<file path="src/hdl/lgge_pkg.sv">
package lgge_pkg;

    // Command codes
    localparam logic [2:0] CMD_SET     = 3'd0;
    localparam logic [2:0] CMD_EVOLVE  = 3'd1;
    localparam logic [2:0] CMD_CLEAR   = 3'd2;
    localparam logic [2:0] CMD_RESTORE = 3'd3;
    localparam logic [2:0] CMD_READ    = 3'd4;

    // Neighbour counts of the B3/S23 rule
    localparam logic [3:0] NBR_BIRTH = 4'd3;
    localparam logic [3:0] NBR_KEEP  = 4'd2;

    // Control that the sequencer hands to the rule unit for one row step
    typedef struct packed {
        logic [2:0] cmd;
        logic [5:0] column;
        logic       in_grid;
        logic       row_hit;
        logic       value;
        logic       evolve_en;
    } lgge_ctrl_t;

endpackage

</file>
<file path="src/hdl/lgge_rule_unit.sv">
module lgge_rule_unit #(
    parameter int COLS = 64
) (
    input  lgge_pkg::lgge_ctrl_t ctrl,
    input  logic [COLS-1:0]      up_row,
    input  logic [COLS-1:0]      mid_grid,
    input  logic [COLS-1:0]      mid_saved,
    input  logic [COLS-1:0]      down_row,
    output logic [COLS-1:0]      grid_new,
    output logic [COLS-1:0]      saved_new,
    output logic                 alive
);

    import lgge_pkg::*;

    logic [COLS+1:0] up_x;
    logic [COLS+1:0] mid_x;
    logic [COLS+1:0] down_x;
    logic [COLS-1:0] life_row;
    logic [COLS-1:0] bit_mask;
    logic [COLS-1:0] set_row;

    // Pad with dead cells beyond both edges
    assign up_x   = {1'b0, up_row, 1'b0};
    assign mid_x  = {1'b0, mid_grid, 1'b0};
    assign down_x = {1'b0, down_row, 1'b0};

    // Next generation, computed for every column in parallel
    for (genvar c = 0; c < COLS; c++)
    begin : g_col
        logic [3:0] nbr;
        assign nbr = 4'($countones({up_x[c+2:c], mid_x[c+2], mid_x[c], down_x[c+2:c]}));
        assign life_row[c] = (nbr == NBR_BIRTH) || ((nbr == NBR_KEEP) && mid_grid[c]);
    end

    assign bit_mask = {{(COLS-1){1'b0}}, 1'b1} << ctrl.column;
    assign set_row  = ctrl.value ? (mid_grid | bit_mask) : (mid_grid & ~bit_mask);

    // Apply the command to the row at the head of the chain
    always_comb
    begin
        grid_new  = mid_grid;
        saved_new = mid_saved;
        alive     = 1'b0;
        case (ctrl.cmd)
            CMD_SET:
            begin
                if (ctrl.in_grid)
                begin
                    grid_new  = ctrl.row_hit ? set_row : mid_grid;
                    saved_new = ctrl.row_hit ? set_row : mid_grid;
                    alive     = ctrl.row_hit && ctrl.value;
                end
            end
            CMD_EVOLVE:
            begin
                if (ctrl.evolve_en)
                    grid_new = life_row;
            end
            CMD_CLEAR:
            begin
                grid_new  = '0;
                saved_new = '0;
            end
            CMD_RESTORE:
            begin
                grid_new = mid_saved;
            end
            CMD_READ:
            begin
                alive = ctrl.row_hit && (|(mid_grid & bit_mask));
            end
            default:
            begin
                grid_new  = mid_grid;
                saved_new = mid_saved;
            end
        endcase
    end

endmodule

</file>
<file path="config.mk">
export PLATFORM = sky130hd
export DESIGN_NAME = lgge_rule_unit
export DESIGN_NICKNAME = d
export VERILOG_FILES = /design/src/hdl/lgge_pkg.sv /design/src/hdl/lgge_rule_unit.sv
export SDC_FILE = /design/constraint.sdc
export NUM_CORES = 1
export LEC_CHECK = 0
export BUFFER_PORTS_ARGS = -buffer_cell sky130_fd_sc_hd__buf_2
export CAP_MARGIN = 20
export CORE_MARGIN = 4
export CORE_UTILIZATION = 45
export DETAILED_ROUTE_END_ITERATION = 6
export PLACE_DENSITY = 0.79
export SLEW_MARGIN = 20
export SYNTH_ARGS = -nofsm -noshare
export SYNTH_HDL_FRONTEND = slang
export SYNTH_SLANG_ARGS = --single-unit
</file>
<file path="constraint.sdc">
create_clock -name vclk -period 9.72
set_input_delay 2.43 -clock vclk [all_inputs]
set_output_delay 2.43 -clock vclk [all_outputs]
set_load 0.02 [all_outputs]
</file>
### Word level (Yosys, flattened, before mapping)

Cells that the tools add are included.

| operators by class | value |
|---|---|
| add/sub/neg operators | 440 |
| equality and inequality tests | 132 |
| shift operators | 1 |
| mux-type cells | 9 |
| bitwise logic cells | 4 |
| reduce and logical (&&, ||, !) cells | 132 |

Operator list:

| operator | count |
|---|---|
| $eq 4x2->1 const B | 128 |
| $add 1x1->2 | 250 |
| $add 2x2->3 | 124 |
| $mux 64 | 5 |
| $pmux 64 s4 | 1 |
| $add 3x3->4 | 61 |
| $and 64x64->64 | 2 |
| $pmux 64 s2 | 1 |
| $logic_and 1x1->1 | 66 |
| $logic_or 1x1->1 | 64 |
| $not 64->64 | 1 |
| $or 64x64->64 | 1 |
| $reduce_or 64->1 | 1 |
| $shl 1x6->64 const A | 1 |
| $eq 3x2->1 const B | 2 |
| $add 3x2->4 | 1 |
| $add 3x4->4 | 1 |
| $add 4x3->4 | 1 |
| $add 1x2->3 | 1 |
| $add 2x1->3 | 1 |
| $eq 3x1->1 const B | 1 |
| $eq 3x3->1 const B | 1 |
| $logic_not 3->1 | 1 |
| $pmux 1 s2 | 1 |
| $mux 1 | 1 |

| storage, ports and cells | value |
|---|---|
| register bits after elaboration | 0 |
| input bits | 269 |
| output and inout port bits | 129 |

### Longest topological paths before layout

| logic depth | value |
|---|---|
| depth after elaboration | 8 |
| gate-level depth with buffers | 13 |
| mapped depth without buffers | 13 |

### Worst setup path before layout

No wires, ideal clock.

| timing path | value |
|---|---|
| path type | input port to output port |
| start | input up_row[2] |
| end | output grid_new[3] |
| arrival time | 5.462 ns |
| setup slack | 1.828 ns |
| stages on the path | 12 |
| cells stage by stage | inv_1 fa_1 fa_1 fa_1 inv_1 ha_1 fa_1 inv_1 o21ai_0 a32o_1 o21bai_1 a21oi_1 |

| between the ends | value |
|---|---|
| word-level cells in the longest chain between the ends | 8 |
| elaborated cells on any way between the ends | 9 |

Ends and longest elaborated chain:

| what | line | source |
|---|---|---|
| from (decl) | lgge_rule_unit.sv:5 | `input logic [COLS-1:0] up_row,` |
| $add 1x1->2 * | lgge_rule_unit.sv:32 | `assign nbr = 4'($countones({up_x[c+2:c], mid_x[c+2], mid_x[c], down_x[c+2:c]}));` |
| $add 2x2->3 * | lgge_rule_unit.sv:32 |  |
| $add 3x3->4 * | lgge_rule_unit.sv:32 |  |
| $eq 4x2->1 | lgge_rule_unit.sv:33 | `assign life_row[c] = (nbr == NBR_BIRTH) \|\| ((nbr == NBR_KEEP) && mid_grid[c]);` |
| $logic_and 1x1->1 | lgge_rule_unit.sv:33 |  |
| $logic_or 1x1->1 * | lgge_rule_unit.sv:33 |  |
| $mux 64 * | lgge_rule_unit.sv:57 | `if (ctrl.evolve_en)` |
| $pmux 64 s4 * | lgge_rule_unit.sv:45 | `case (ctrl.cmd)` |
| to (decl) | lgge_rule_unit.sv:9 | `output logic [COLS-1:0] grid_new,` |

Every way passes the cells marked *; elsewhere a longest branch is shown, timed or not.

### Worst setup path in the final report

| timing path | value |
|---|---|
| start | input mid_grid[28] |
| end | output grid_new[29] |

| between the ends | value |
|---|---|
| word-level cells in the longest chain between the ends | 8 |
| elaborated cells on any way between the ends | 9 |

Ends and longest elaborated chain:

| what | line | source |
|---|---|---|
| from (decl) | lgge_rule_unit.sv:6 | `input logic [COLS-1:0] mid_grid,` |
| $add 1x1->2 * | lgge_rule_unit.sv:32 |  |
| $add 2x2->3 * | lgge_rule_unit.sv:32 |  |
| $add 3x3->4 * | lgge_rule_unit.sv:32 |  |
| $eq 4x2->1 | lgge_rule_unit.sv:33 |  |
| $logic_and 1x1->1 | lgge_rule_unit.sv:33 |  |
| $logic_or 1x1->1 * | lgge_rule_unit.sv:33 |  |
| $mux 64 * | lgge_rule_unit.sv:57 |  |
| $pmux 64 s4 * | lgge_rule_unit.sv:45 |  |

Marks and branches as above.

==> impl_metrics.csv <==
group,metric,value,unit
routing,wire_per_inst,20.5,um
power_and_ir_drop,seq_power_share,0,%
sta,finalSetupViolCount,0,
critical_path,endpoint_kind,"primary output",
sta,setup_tns,0,ns
run,cap_violations,0,
layout,nNetsFinal,3201,
critical_path,worstSetupPathType,"primary input to primary output",
layout,clock_buffers,0,
sta,finalHoldViolations,0,
global_routing,grt_overflow,0,
clock_tree,cts_hold_buf,0,
place,port_buffers,398,
layout,syn_to_final_growth,13.9,%
routing,drt_iter0_markers,1391,
place,post-dp-hpwl,51000,um
synth,syn_area,16200,um^2
floorplanning,die_area,39200,um^2
power_and_ir_drop,switching_share,58.0,%
sta,finalCritPeriodShare,86.7,%
layout,design_area,18500,um^2
layout,multiInputGateArea,14100,um^2
synth,netlist_top_cells_count,"inv_1, fa_1, nand2_1",
floorplanning,ios,398,
synth,yosysUniqueCellTypes,58,
floorplanning,die_w,198,um
critical_path,crit_fanout,5,
power_and_ir_drop,ir_worst_vdd,36.2,uV
power_and_ir_drop,internal_power,0.659,mW
layout,final_core_util,52.0,%
routing,viasPerCell,5.84,
critical_path,arrival,5.99,ns
sta,rsz0062_at_grt,"no",
layout,n_sequential_cell,0,
place,place_area,18500,um^2
layout,drive_above_1_share,17.3,%
synth,seq_area_frac_synth,0,%
synth,postSynthAreaPerCell,7.44,um^2
clock_tree,postCtsSetupBuffers,0,
global_routing,track_usage,29.7,%
power_and_ir_drop,p_sw,0.908,mW
sta,min_period,8.42,ns
synth,syn_nets,2890,
sta,worst_hold_slack,5.22,ns
power_and_ir_drop,p_leak,9.81,nW
routing,drtAntennaViolNets,0,
global_routing,grt_pass1_vias,17723,
floorplanning,initial_utilization,45.6,%
synth,synth_area_leaders,"fa_1, ha_1, inv_1",
global_routing,grt_pass1_wl,93800,um
clock_tree,cts_resized,0,
floorplanning,rows,69,
global_routing,grt_start_max_net_pins,77,
place,routabilityCongestion,1.02,
power_and_ir_drop,comb_power_share,100.0,%
layout,register_area,0,um^2
sta,slew_violations,0,
layout,n_fill_cell,3455,
floorplanning,die_h,198,um
synth,yosysWarnings,0,
synth,syn_inst,2181,
critical_path,startpoint_type,"primary input",
worst_hold_path,min_path_type,"primary input to primary output",
outcome,status,"finished, final reports clean",
synth,synth_most_common_cell,"inv_1",
power_and_ir_drop,p_clk_share,0,%
global_routing,antenna_found_initial,12,
sta,max_freq,0.119,GHz
critical_path,cp.required,7.29,ns
routing,dr.pass1.iters,6,
synth,yosysTopAreaCell,"fa_1",
floorplanning,fp.coreArea,35600,um^2
sta,slew_headroom,36.3,%
power_and_ir_drop,power.total,1.57,mW
routing,routed_wl,60700,um
synth,synth_top_area_share,31.1,%
routing,via_count,17300,
power_and_ir_drop,power_density,84.8,nW/um^2
sta,worstMarginPinSlew,0.955,ns
routing,drc,0,
==> worst max-delay path, stage by stage <==
cell and delay (ns):
buf_2 0.13, inv_1 0.24, fa_1 0.50, fa_1 0.47
fa_1 0.49, inv_1 0.05, ha_1 0.20, fa_1 0.38
and2_1 0.17, a21oi_1 0.13, o21ai_0 0.10, a32o_1 0.31
o21bai_1 0.12, a21oi_1 0.10, buf_2 0.17
==> cells by family (layout without fill, tap and decap cells) <==
kind of cell,count (synthesis),in the layout,synth area share (%)
simple gates,595,595,17.5
compound gates,570,570,22.4
mux,14,14,1.10
buf+inv,562,871,13.4
other cells,0,13,0
fa+ha+maj,440,440,45.6
==> layer usage <==
layer | track usage (%) | wire length (um)
met1 | 37.3 | 23200
met2 | 51.2 | 29000
met3 | 3.64 | 5290
met4 | 13.8 | 3260
met5 | 0 | 0
==> worst paths after layout <==
kind / from / endpoint / slack (ns) / cells after the start
max: mid_grid[28] / grid_new[29] / 1.30 / 15
min: mid_saved[3] / saved_new[3] / 5.22 / 4
==> cells in the final DEF (no fill, tap or decap), types with 43 or more instances in the layout <==
master    count
buf_2       396
ha_1        188
a21oi_1     174
fa_1        252
nand3b_1     43
a31oi_1      65
nand2_1     207
a32o_1       62
nor3_1       65
o21ai_0      89
nor2_1      162
o21bai_1     61
o22ai_1      43
inv_1       461
==> metrics by stage <==
step | setup WS, ns | cells
finish | 1.30 | 2964
global route | 1.13 | 2963
CTS | 1.32 | 2951
detailed placement | 1.33 | 2951
global placement | 1.36 | 2951
floorplan | 1.83 | 2181
==> area by class of cell <==
| cell class | count | area share [%] |
|---|---|---|
| inverter | 462 | 9.38 |
| antenna | 13 | 0.176 |
| multi-input combinational | 1619 | 76.1 |
| timing repair buffer | 409 | 11.3 |
| tap | 461 | 3.12 |
==> power groups by stage <==
stage          Combinational (mW)  Sequential [mW]    Clock, mW
5_1_grt                      1.79                0  0.000000165
2_1_floorplan                1.11                0            0
3_3_place_gp                 1.44                0            0
3_5_place_dp                 1.55                0            0
4_1_cts                      1.56                0            0
6_report                     1.57                0  0.000000179
(Power assumes the default switching activity.)
