## config.mk

```make
export PLATFORM = sky130hd
export DESIGN_NAME = lgge_row_cell
export DESIGN_NICKNAME = d
export VERILOG_FILES = /design/src/hdl/lgge_row_cell.sv
export SDC_FILE = /design/constraint.sdc
export NUM_CORES = 1
export LEC_CHECK = 0
export ABC_CLOCK_PERIOD_IN_PS = 1000
export BUFFER_PORTS_ARGS = -buffer_cell sky130_fd_sc_hd__buf_2
export CAP_MARGIN = 20
export CORE_UTILIZATION = 48
export CTS_BUF_LIST = sky130_fd_sc_hd__clkbuf_4 sky130_fd_sc_hd__clkbuf_8 sky130_fd_sc_hd__clkbuf_16
export DETAILED_ROUTE_END_ITERATION = 12
export GPL_ROUTABILITY_DRIVEN = 0
export PLACE_DENSITY = 0.85
export SYNTH_ARGS = -nofsm -noshare
export SYNTH_HDL_FRONTEND = slang
export SYNTH_SLANG_ARGS = --single-unit
```

## constraint.sdc

```tcl
create_clock -name clk -period 1 [get_ports clk]
set_input_delay 0.2 -clock clk [delete_from_list [all_inputs] [get_ports clk]]
set_output_delay 0.2 -clock clk [all_outputs]
set_load 0.05 [all_outputs]
```

## src/hdl/lgge_row_cell.sv

```systemverilog
module lgge_row_cell #(
    parameter int W = 64
) (
    input  logic         clk,
    input  logic         rst_n,
    input  logic         shift_en,
    input  logic [W-1:0] grid_in,
    input  logic [W-1:0] saved_in,
    output logic [W-1:0] grid_out,
    output logic [W-1:0] saved_out
);

    logic [W-1:0] grid_reg;
    logic [W-1:0] saved_reg;

    // Take the neighbour's row on every step of a command
    always_ff @(posedge clk or negedge rst_n)
    begin
        if (!rst_n)
        begin
            grid_reg  <= '0;
            saved_reg <= '0;
        end
        else if (shift_en)
        begin
            grid_reg  <= grid_in;
            saved_reg <= saved_in;
        end
    end

    assign grid_out  = grid_reg;
    assign saved_out = saved_reg;

endmodule

```

Yosys cells after proc, flatten, opt, wreduce, memory -nomap -nowiden
Cells that the tools add are included.
- register bits after elaboration: 128
- latch bits: 0
- RAM bits: 0
- memory bits (read-only): 0
- bits of input ports: 131
- word-level logic and storage cells: 2
- memories kept: 0
- add/sub/neg operators: 0
- $mul: 0
- div/mod/pow operators: 0
- $lt $le $gt $ge: 0
- equal/unequal tests: 0
- shift-type cells: 0
- multiplexer cells: 0
- bitwise operators: 0
- reduce and logical (&&, ||, !) cells: 0

Longest topological paths before layout
Gate-level depths: netlist of run 1.
- depth in word-level cells: 0
- depth in mapped cells: 3
- gate-level depth less buffers: 1

Least setup slack after synthesis of run 1
Ideal clock, no wire load.
- path kind: flip-flop to flip-flop
- start point: reg, netlist name grid_out[0]
- end point: reg grid_reg[0] (netlist: grid_out[0])
- setup time: 0.125 ns
- arrival: 0.863 ns
- slack: 0.012 ns
- stages on the path, launching flop included: 2
- period minus slack after synthesis: 0.988 ns
- path through: dfrtp_1 > mux2_2
- RTL lines (what ; line ; RTL):
    end signal, assigned ; 26 ; grid_reg <= grid_in;
    end, declared ; 13 ; logic [W-1:0] grid_reg;

Worst setup path after layout of run 1
- start point: reg grid_reg[25] (netlist: grid_out[25])
- end point: out grid_out[25]
- RTL lines (what ; line ; RTL):
    end, declared ; 9 ; output logic [W-1:0] grid_out,
No word-level cell between the ends.

==> out/results.txt, run 1 <==
final worst slack - -0.3469 ns
CTS Buf Count - 17
CP Max Fanout - 2
largest net degree at the start of global routing - 52
Clock Sinks - 128
CTS tree - built
Post-Route WL - 24910 µm
worst path buffer plus inverter count - 1
H-tree levels - 4
routed len/inst - 27.89 µm
CTS root buf - clkbuf_8
Pleak - 0.004537 µW
Mapped Cells - 270
commonest cells after routing, fill and taps aside - dlygate4sd3_1 (129), dfrtp_1 (128), buf_2 (128), buf_6 (128), mux2_2 (127)
CP peak stage delay - 0.44 ns
area delta synth->final - 96.08%
Die Wd - 102.2 µm
Synth Area per Inst - 17.86 µm²
post-route insts no fill - 893
RSZ-0062 raised after global routing - yes
vias in the first global route - 4908
Initial Util - 49.33%
Worst slew margin - 80.35%
die area - 10450 µm²
total power - 17820 µW
worst-path cell chain - buf_6
worst-margin pin slew - 0.2947 ns
Hold WC Path Type - primary input to asynchronous set/reset pin
count of final hold-check violations - 0
Netlist cell types - 4
Fillers - 178
pwr dens - 1884 nW/µm²
Nets - 877
largest delay contributor family on the critical path - flip-flops
initial antenna violation count - 3
clk_lat worst skew - 0.51 ns
I/O pins - 259
Crit-path slowest cell - dfrtp_1
DP HPWL - 8034 µm
max_cap viols - 0
kind of critical path - flip-flop to primary output
Avg Vias per Cell - 5.523
CP Launch Type - flip-flop
die span in y - 102.2 µm
maximum VDD drop - 1.680 mV
first-pass GRT wire length - 27290 µm
violated checks - negative setup slack
Layout Skew - 0 ns
maximum clock frequency - 742.4 MHz
1st-iter DRT viols - 285
part of the Yosys area used for sequential elements - 66.42%
drt pass-1 iters - 8
share of layout cells above drive strength 1 - 66.05%
Max Root-Sink Buffers - 2
Setup crit end kind - primary output
outcome - complete, but fails checks
YS warnings - 0
commonest non-fill, non-tap cell in the layout - dlygate4sd3_1
antenna-violating nets left - 0
synthesized cell area - 4822 µm²
min Tclk post-route - 1.347 ns
Seq cells post-synth - 128
core area - 9774 µm²
grt ovf - 0
Port Buffer Count - 258
Inst Count DP - 659
net count after synthesis - 401
Final setup viols - 140
GRT Util Overall - 36.85%
drt drc - 0
num rows - 36
final worst path period share - 134.7%
clk slew on worst S/H paths - 0.06 ns
Final Max Slew Viols - 0
Worst EP arrival - 1.15 ns
vias - 4932
WP data required - 0.80 ns
==> area by class of cell <==
type	instances	area, µm²	area share, %
Timing Repair Buffer	471	4069	43.03
Sequential cell	128	3203	33.88
Multi-Input combinational cell	128	1445	15.28
Clock buffer	25	511.7	5.412
Tap cell	133	166.4	1.760
Clock inverter	5	52.55	0.5558
Antenna cell	3	7.507	0.07940
==> timing repair <==
action,4_1_cts,5_1_grt
setup endpoints to repair,128,128
gates resized for setup,256,1
endpoints found under the hold margin,256,0
hold buffers,129,0
buffers inserted,20,52
==> cell families after synthesis <==
group	share of synthesized area, %
buffers and inverters	3.684
DFF	66.42
muxes	29.89
==> per-stage QoR <==
stage	instance area (µm²)	utilization, %	setup TNS, ns	hold WS [ns]	worst slack [ns]
6_report	9455	96.74	-36.58	0.1337	-0.3469
5_1_grt	9450	96.68	-39.82	0.1396	-0.3512
4_1_cts	9054	92.63	-35.67	0.08357	-0.3110
3_5_place_dp	6247	63.91	-12.69	0.08634	-0.1382
3_3_place_gp	6247	63.91	-11.17	0.08549	-0.1114
2_1_floorplan	4822	-	0	-0.09559	0.01182
==> report_power, final <==
group	switching [µW]	total (µW)	internal [µW]
Clock	2420	6140	3720
Combinational	3090	5440	2350
Sequential	528	6230	5700
==> cells in the mapped netlist, drive strengths merged <==
master / count / share of area (%)
dfrtp: 128 / 66
clkbuf: 8 / 2.3
buf: 6 / 1.4
mux2: 128 / 30
==> routing by layer <==
layer	wire length (µm)	share of wire [%]	vias to the layer above	track usage, %
li1	-	-	1911	-
met1	7750	31	2342	36.77
met2	12510	50	487	67.17
met3	2296	9.2	190	10.19
met4	2330	9.4	2	23.74
met5	15	0.060	-	0
==> registers in the layout (all words and copies together), names as in the netlist <==
| register | count |
|---|---|
| grid_out | 64 |
| saved_out | 64 |
==> worst paths after layout <==
| check | start | end | slack [ns] | cells after the start |
|---|---|---|---|---|
| hold reg to reg | saved_out[6] | saved_out[6] | 0.55 | 1 |
| setup reg to reg | saved_out[44] | saved_out[44] | -0.09 | 3 |
| setup / recovery | grid_out[25] | grid_out[25] | -0.35 | 1 |
| max in group asynchronous | rst_n | grid_out[61] | 0.30 | 3 |
| min in group clk | shift_en | grid_out[63] | 0.23 | 3 |
| hold / removal | rst_n | saved_out[14] | 0.13 | 2 |
Note: power is estimated with default switching activity, not from simulation.
==> run 2: changes to the inputs <==
==> constraint.sdc (replaced) <==
create_clock -name clk -period 1 [get_ports clk]
set_input_delay 0.1 -clock clk [delete_from_list [all_inputs] [get_ports clk]]
set_output_delay 0.1 -clock clk [all_outputs]
set_load 0.05 [all_outputs]
==> run 2 against run 1 <==
The flow now stops in 5_1_grt. Synthesized cell count unchanged. Area after synthesis unchanged.
==> out/results.txt, run 2 <==
die span in y - 102.2 µm
net count after synthesis - 401
DP HPWL - 8238 µm
outcome - did not finish
Mapped Cells - 270
tool error - [ERROR GRT-0232] Routing congestion too high. Check the congestion heatmap in the GUI.
H-tree levels - 4
ys async rst share - 100.0%
top post-synthesis cells by count - dfrtp_1 (128), mux2_2 (128), clkbuf_8 (8)
Seq cells post-synth - 128
GRT Util Overall - 85.76%
simple-gate area share of the yosys netlist - 0%
part of the Yosys area used for sequential elements - 66.42%
CTS Buf Count - 17
post-synthesis adder-cell area fraction - 0%
initial antenna violation count - 4
Worst EP post-GRT repair - grid_out[37]
ys flop type - dfrtp_1
num rows - 36
Fail Step - 5_1_grt
Netlist cell types - 4
post-synthesis mux area share - 29.89%
Yosys top cell area share - 66.42%
XOR/XNOR share of the synthesized area - 0%
Die Wd - 102.2 µm
WEP type - primary output
Compound-Gate Fraction of Synth Area - 0%
Initial Util - 49.33%
EDFF count, synth - 0
CTS root buf - clkbuf_8
I/O pins - 259
grt ovf - 207
Port Buffer Count - 258
YS warnings - 0
largest family of logic cells by synthesized area - multiplexers
synthesized cell area - 4822 µm²
Clock Sinks - 128
Max Root-Sink Buffers - 2
Yosys top cell by area - dfrtp_1
Synth Area per Inst - 17.86 µm²
largest net degree at the start of global routing - 54
Synth area leaders - dfrtp_1 (66%), mux2_2 (30%), clkbuf_8 (2.3%), buf_6 (1.4%)
## run 2: cell counts after synthesis
Identical to the previous run, type by type.
## run 2: metrics by stage
stage	area (µm²)	utilization [%]	setup slack, ns	hold slack (ns)	std cells
after floorplan	4822	-	0.01182	-0.1956	270
after CTS	9195	94.07	-0.2027	-0.02068	849
after global placement	6240	63.84	-0.01140	-0.02820	658
after detailed placement	6240	63.84	-0.04436	-0.02447	658
## run 2: kinds of logic after synthesis
| group | Yosys count |
|---|---|
| buffers and inverters | 14 |
| flip-flops | 128 |
| multiplexers | 128 |
## run 2: routing by layer
metal / GRT usage [%] / GRT overflow
met5: 8.173 / 0
met4: 98.46 / 69
met3: 69.56 / 2
met2: 104.1 / 136
met1: 82.43 / 0
## run 2: what timing repair did
item,in CTS
setup buffers,30
endpoints found under the hold margin,256
hold buffers,129
endpoints found under the setup margin,128
gates resized for setup,256
==> run 3: changes to the inputs <==
--- a/config.mk
+++ b/config.mk
@@ -8,11 +8,10 @@
 export ABC_CLOCK_PERIOD_IN_PS = 1000
 export BUFFER_PORTS_ARGS = -buffer_cell sky130_fd_sc_hd__buf_2
 export CAP_MARGIN = 20
-export CORE_UTILIZATION = 48
-export CTS_BUF_LIST = sky130_fd_sc_hd__clkbuf_4 sky130_fd_sc_hd__clkbuf_8 sky130_fd_sc_hd__clkbuf_16
+export CORE_UTILIZATION = 35
 export DETAILED_ROUTE_END_ITERATION = 12
 export GPL_ROUTABILITY_DRIVEN = 0
-export PLACE_DENSITY = 0.85
+export PLACE_DENSITY_LB_ADDON = 0.15
 export SYNTH_ARGS = -nofsm -noshare
 export SYNTH_HDL_FRONTEND = slang
 export SYNTH_SLANG_ARGS = --single-unit
==> run 3 against run 2 <==
The flow now finishes, with violations (negative setup slack).
==> out/results.txt, run 3 (same netlist as run 1, synthesis figures left out) <==
area delta synth->final - 90.53%
count of final hold-check violations - 0
CP peak stage delay - 0.41 ns
Hold WC Path Type - primary input to asynchronous set/reset pin
largest net degree at the start of global routing - 60
Post-Route WL - 13530 µm
max_cap viols - 0
worst-path cell chain - buf_6
num rows - 42
drt pass-1 iters - 4
Layout Skew - 0 ns
DP HPWL - 7876 µm
worst-margin pin slew - 0.3220 ns
1st-iter DRT viols - 103
post-route cell area - 9188 µm²
outcome - complete, but fails checks
final worst path period share - 107.8%
Worst EP arrival - 0.98 ns
core area - 13350 µm²
final worst slack - -0.07761 ns
Final Max Slew Viols - 0
Initial Util - 36.13%
commonest non-fill, non-tap cell in the layout - dlygate4sd3_1
Worst slew margin - 78.53%
Post-DP Area - 6248 µm²
min Tclk post-route - 1.078 ns
WP data required - 0.90 ns
CP Max Fanout - 2
RSZ-0062 raised after global routing - yes
GRT Util Overall - 19.42%
CTS root buf - clkbuf_16
Setup crit end kind - primary output
CTS Buf Count - 17
violated checks - negative setup slack
grt ovf - 0
kind of critical path - flip-flop to primary output
RR Startpoint - grid_out[38]
total power - 17140 µW
initial antenna violation count - 0
Avg Vias per Cell - 4.410
Clock Sinks - 128
footprint of the multi-input gates - 1441 µm²
commonest cells after routing, fill and taps aside - dlygate4sd3_1 (129), mux2_2 (128), dfrtp_1 (128), buf_2 (128), buf_6 (128)
first-pass GRT wire length - 21170 µm
Crit-path slowest cell - dfrtp_1
vias - 3916
clk slew on worst S/H paths - 0.05 ns
antenna-violating nets left - 0
Nets - 830
clk_lat worst skew - 0.40 ns
H-tree levels - 4
Critical path origin - saved_out[22]
share of layout cells above drive strength 1 - 63.76%
Port Buffer Count - 258
maximum VDD drop - 0.9593 mV
register area - 3203 µm²
Max Root-Sink Buffers - 2
pwr dens - 1865 nW/µm²
CP Launch Type - flip-flop
largest delay contributor family on the critical path - flip-flops
Fillers - 906
Pleak - 0.004326 µW
die span in y - 119.4 µm
vias in the first global route - 4195
CTS tree - built
Die Wd - 119.4 µm
I/O pins - 259
ANT cells - 0
die area - 14250 µm²
maximum clock frequency - 928.0 MHz
Final setup viols - 131
final core area utilization - 68.83%
drt drc - 0
worst path buffer plus inverter count - 1
routed len/inst - 15.23 µm
[run 3: final timing paths]
check                                      to  slack, ns  depth (start not counted)
worst max-delay path            saved_out[22]      -0.08                          1
worst min-delay path            saved_out[12]       0.10                          2
worst max register to register   grid_out[38]      -0.02                          3
worst min register to register   grid_out[55]       0.53                          1
max in group asynchronous        grid_out[15]       0.32                          3
min in group clk                saved_out[25]       0.31                          3
[run 3: power breakdown]
group	leakage [µW]	switching [µW]	total, µW	internal, µW
logic	0.00253	2670	4800	2130
registers	0.00150	376	6090	5710
clock network	0.000302	2150	6250	4090
[run 3: area by class of cell]
class,count,area share [%]
Clock buffer,21,5.121
Clock inverter,11,1.484
Multi-Input combinational cell,128,15.69
Sequential cell,128,34.86
Tap cell,176,2.397
Timing Repair Buffer,424,40.45
[run 3: repair_timing]
item / 4_1_cts / 5_1_grt
setup endpoints to repair: 128 / 128
hold buffers: 129 / 0
hold endpoints to repair: 256 / 0
resized for setup: 256 / 0
setup buffers: 8 / 24
[run 3: stage by stage]
step,hold WS (ns),worst slack [ns],setup TNS [ns],cells
final,0.1042,-0.07761,-6.292,888
after global placement,-0.02930,-0.01210,-0.7755,695
after CTS,0.08218,-0.09396,-9.241,864
after global routing,0.09729,-0.1276,-11.58,888
after detailed placement,-0.02894,-0.03585,-2.492,695
after floorplan,-0.1956,0.01182,0,270
[run 3: per-layer routing]
layer | global-route usage [%] | share of wire (%) | wire length (µm)
met1 | 20.94 | 37 | 4942
met2 | 34.48 | 54 | 7354
met3 | 5.412 | 6.2 | 842
met4 | 10.23 | 2.9 | 388
met5 | 0 | 0 | 0
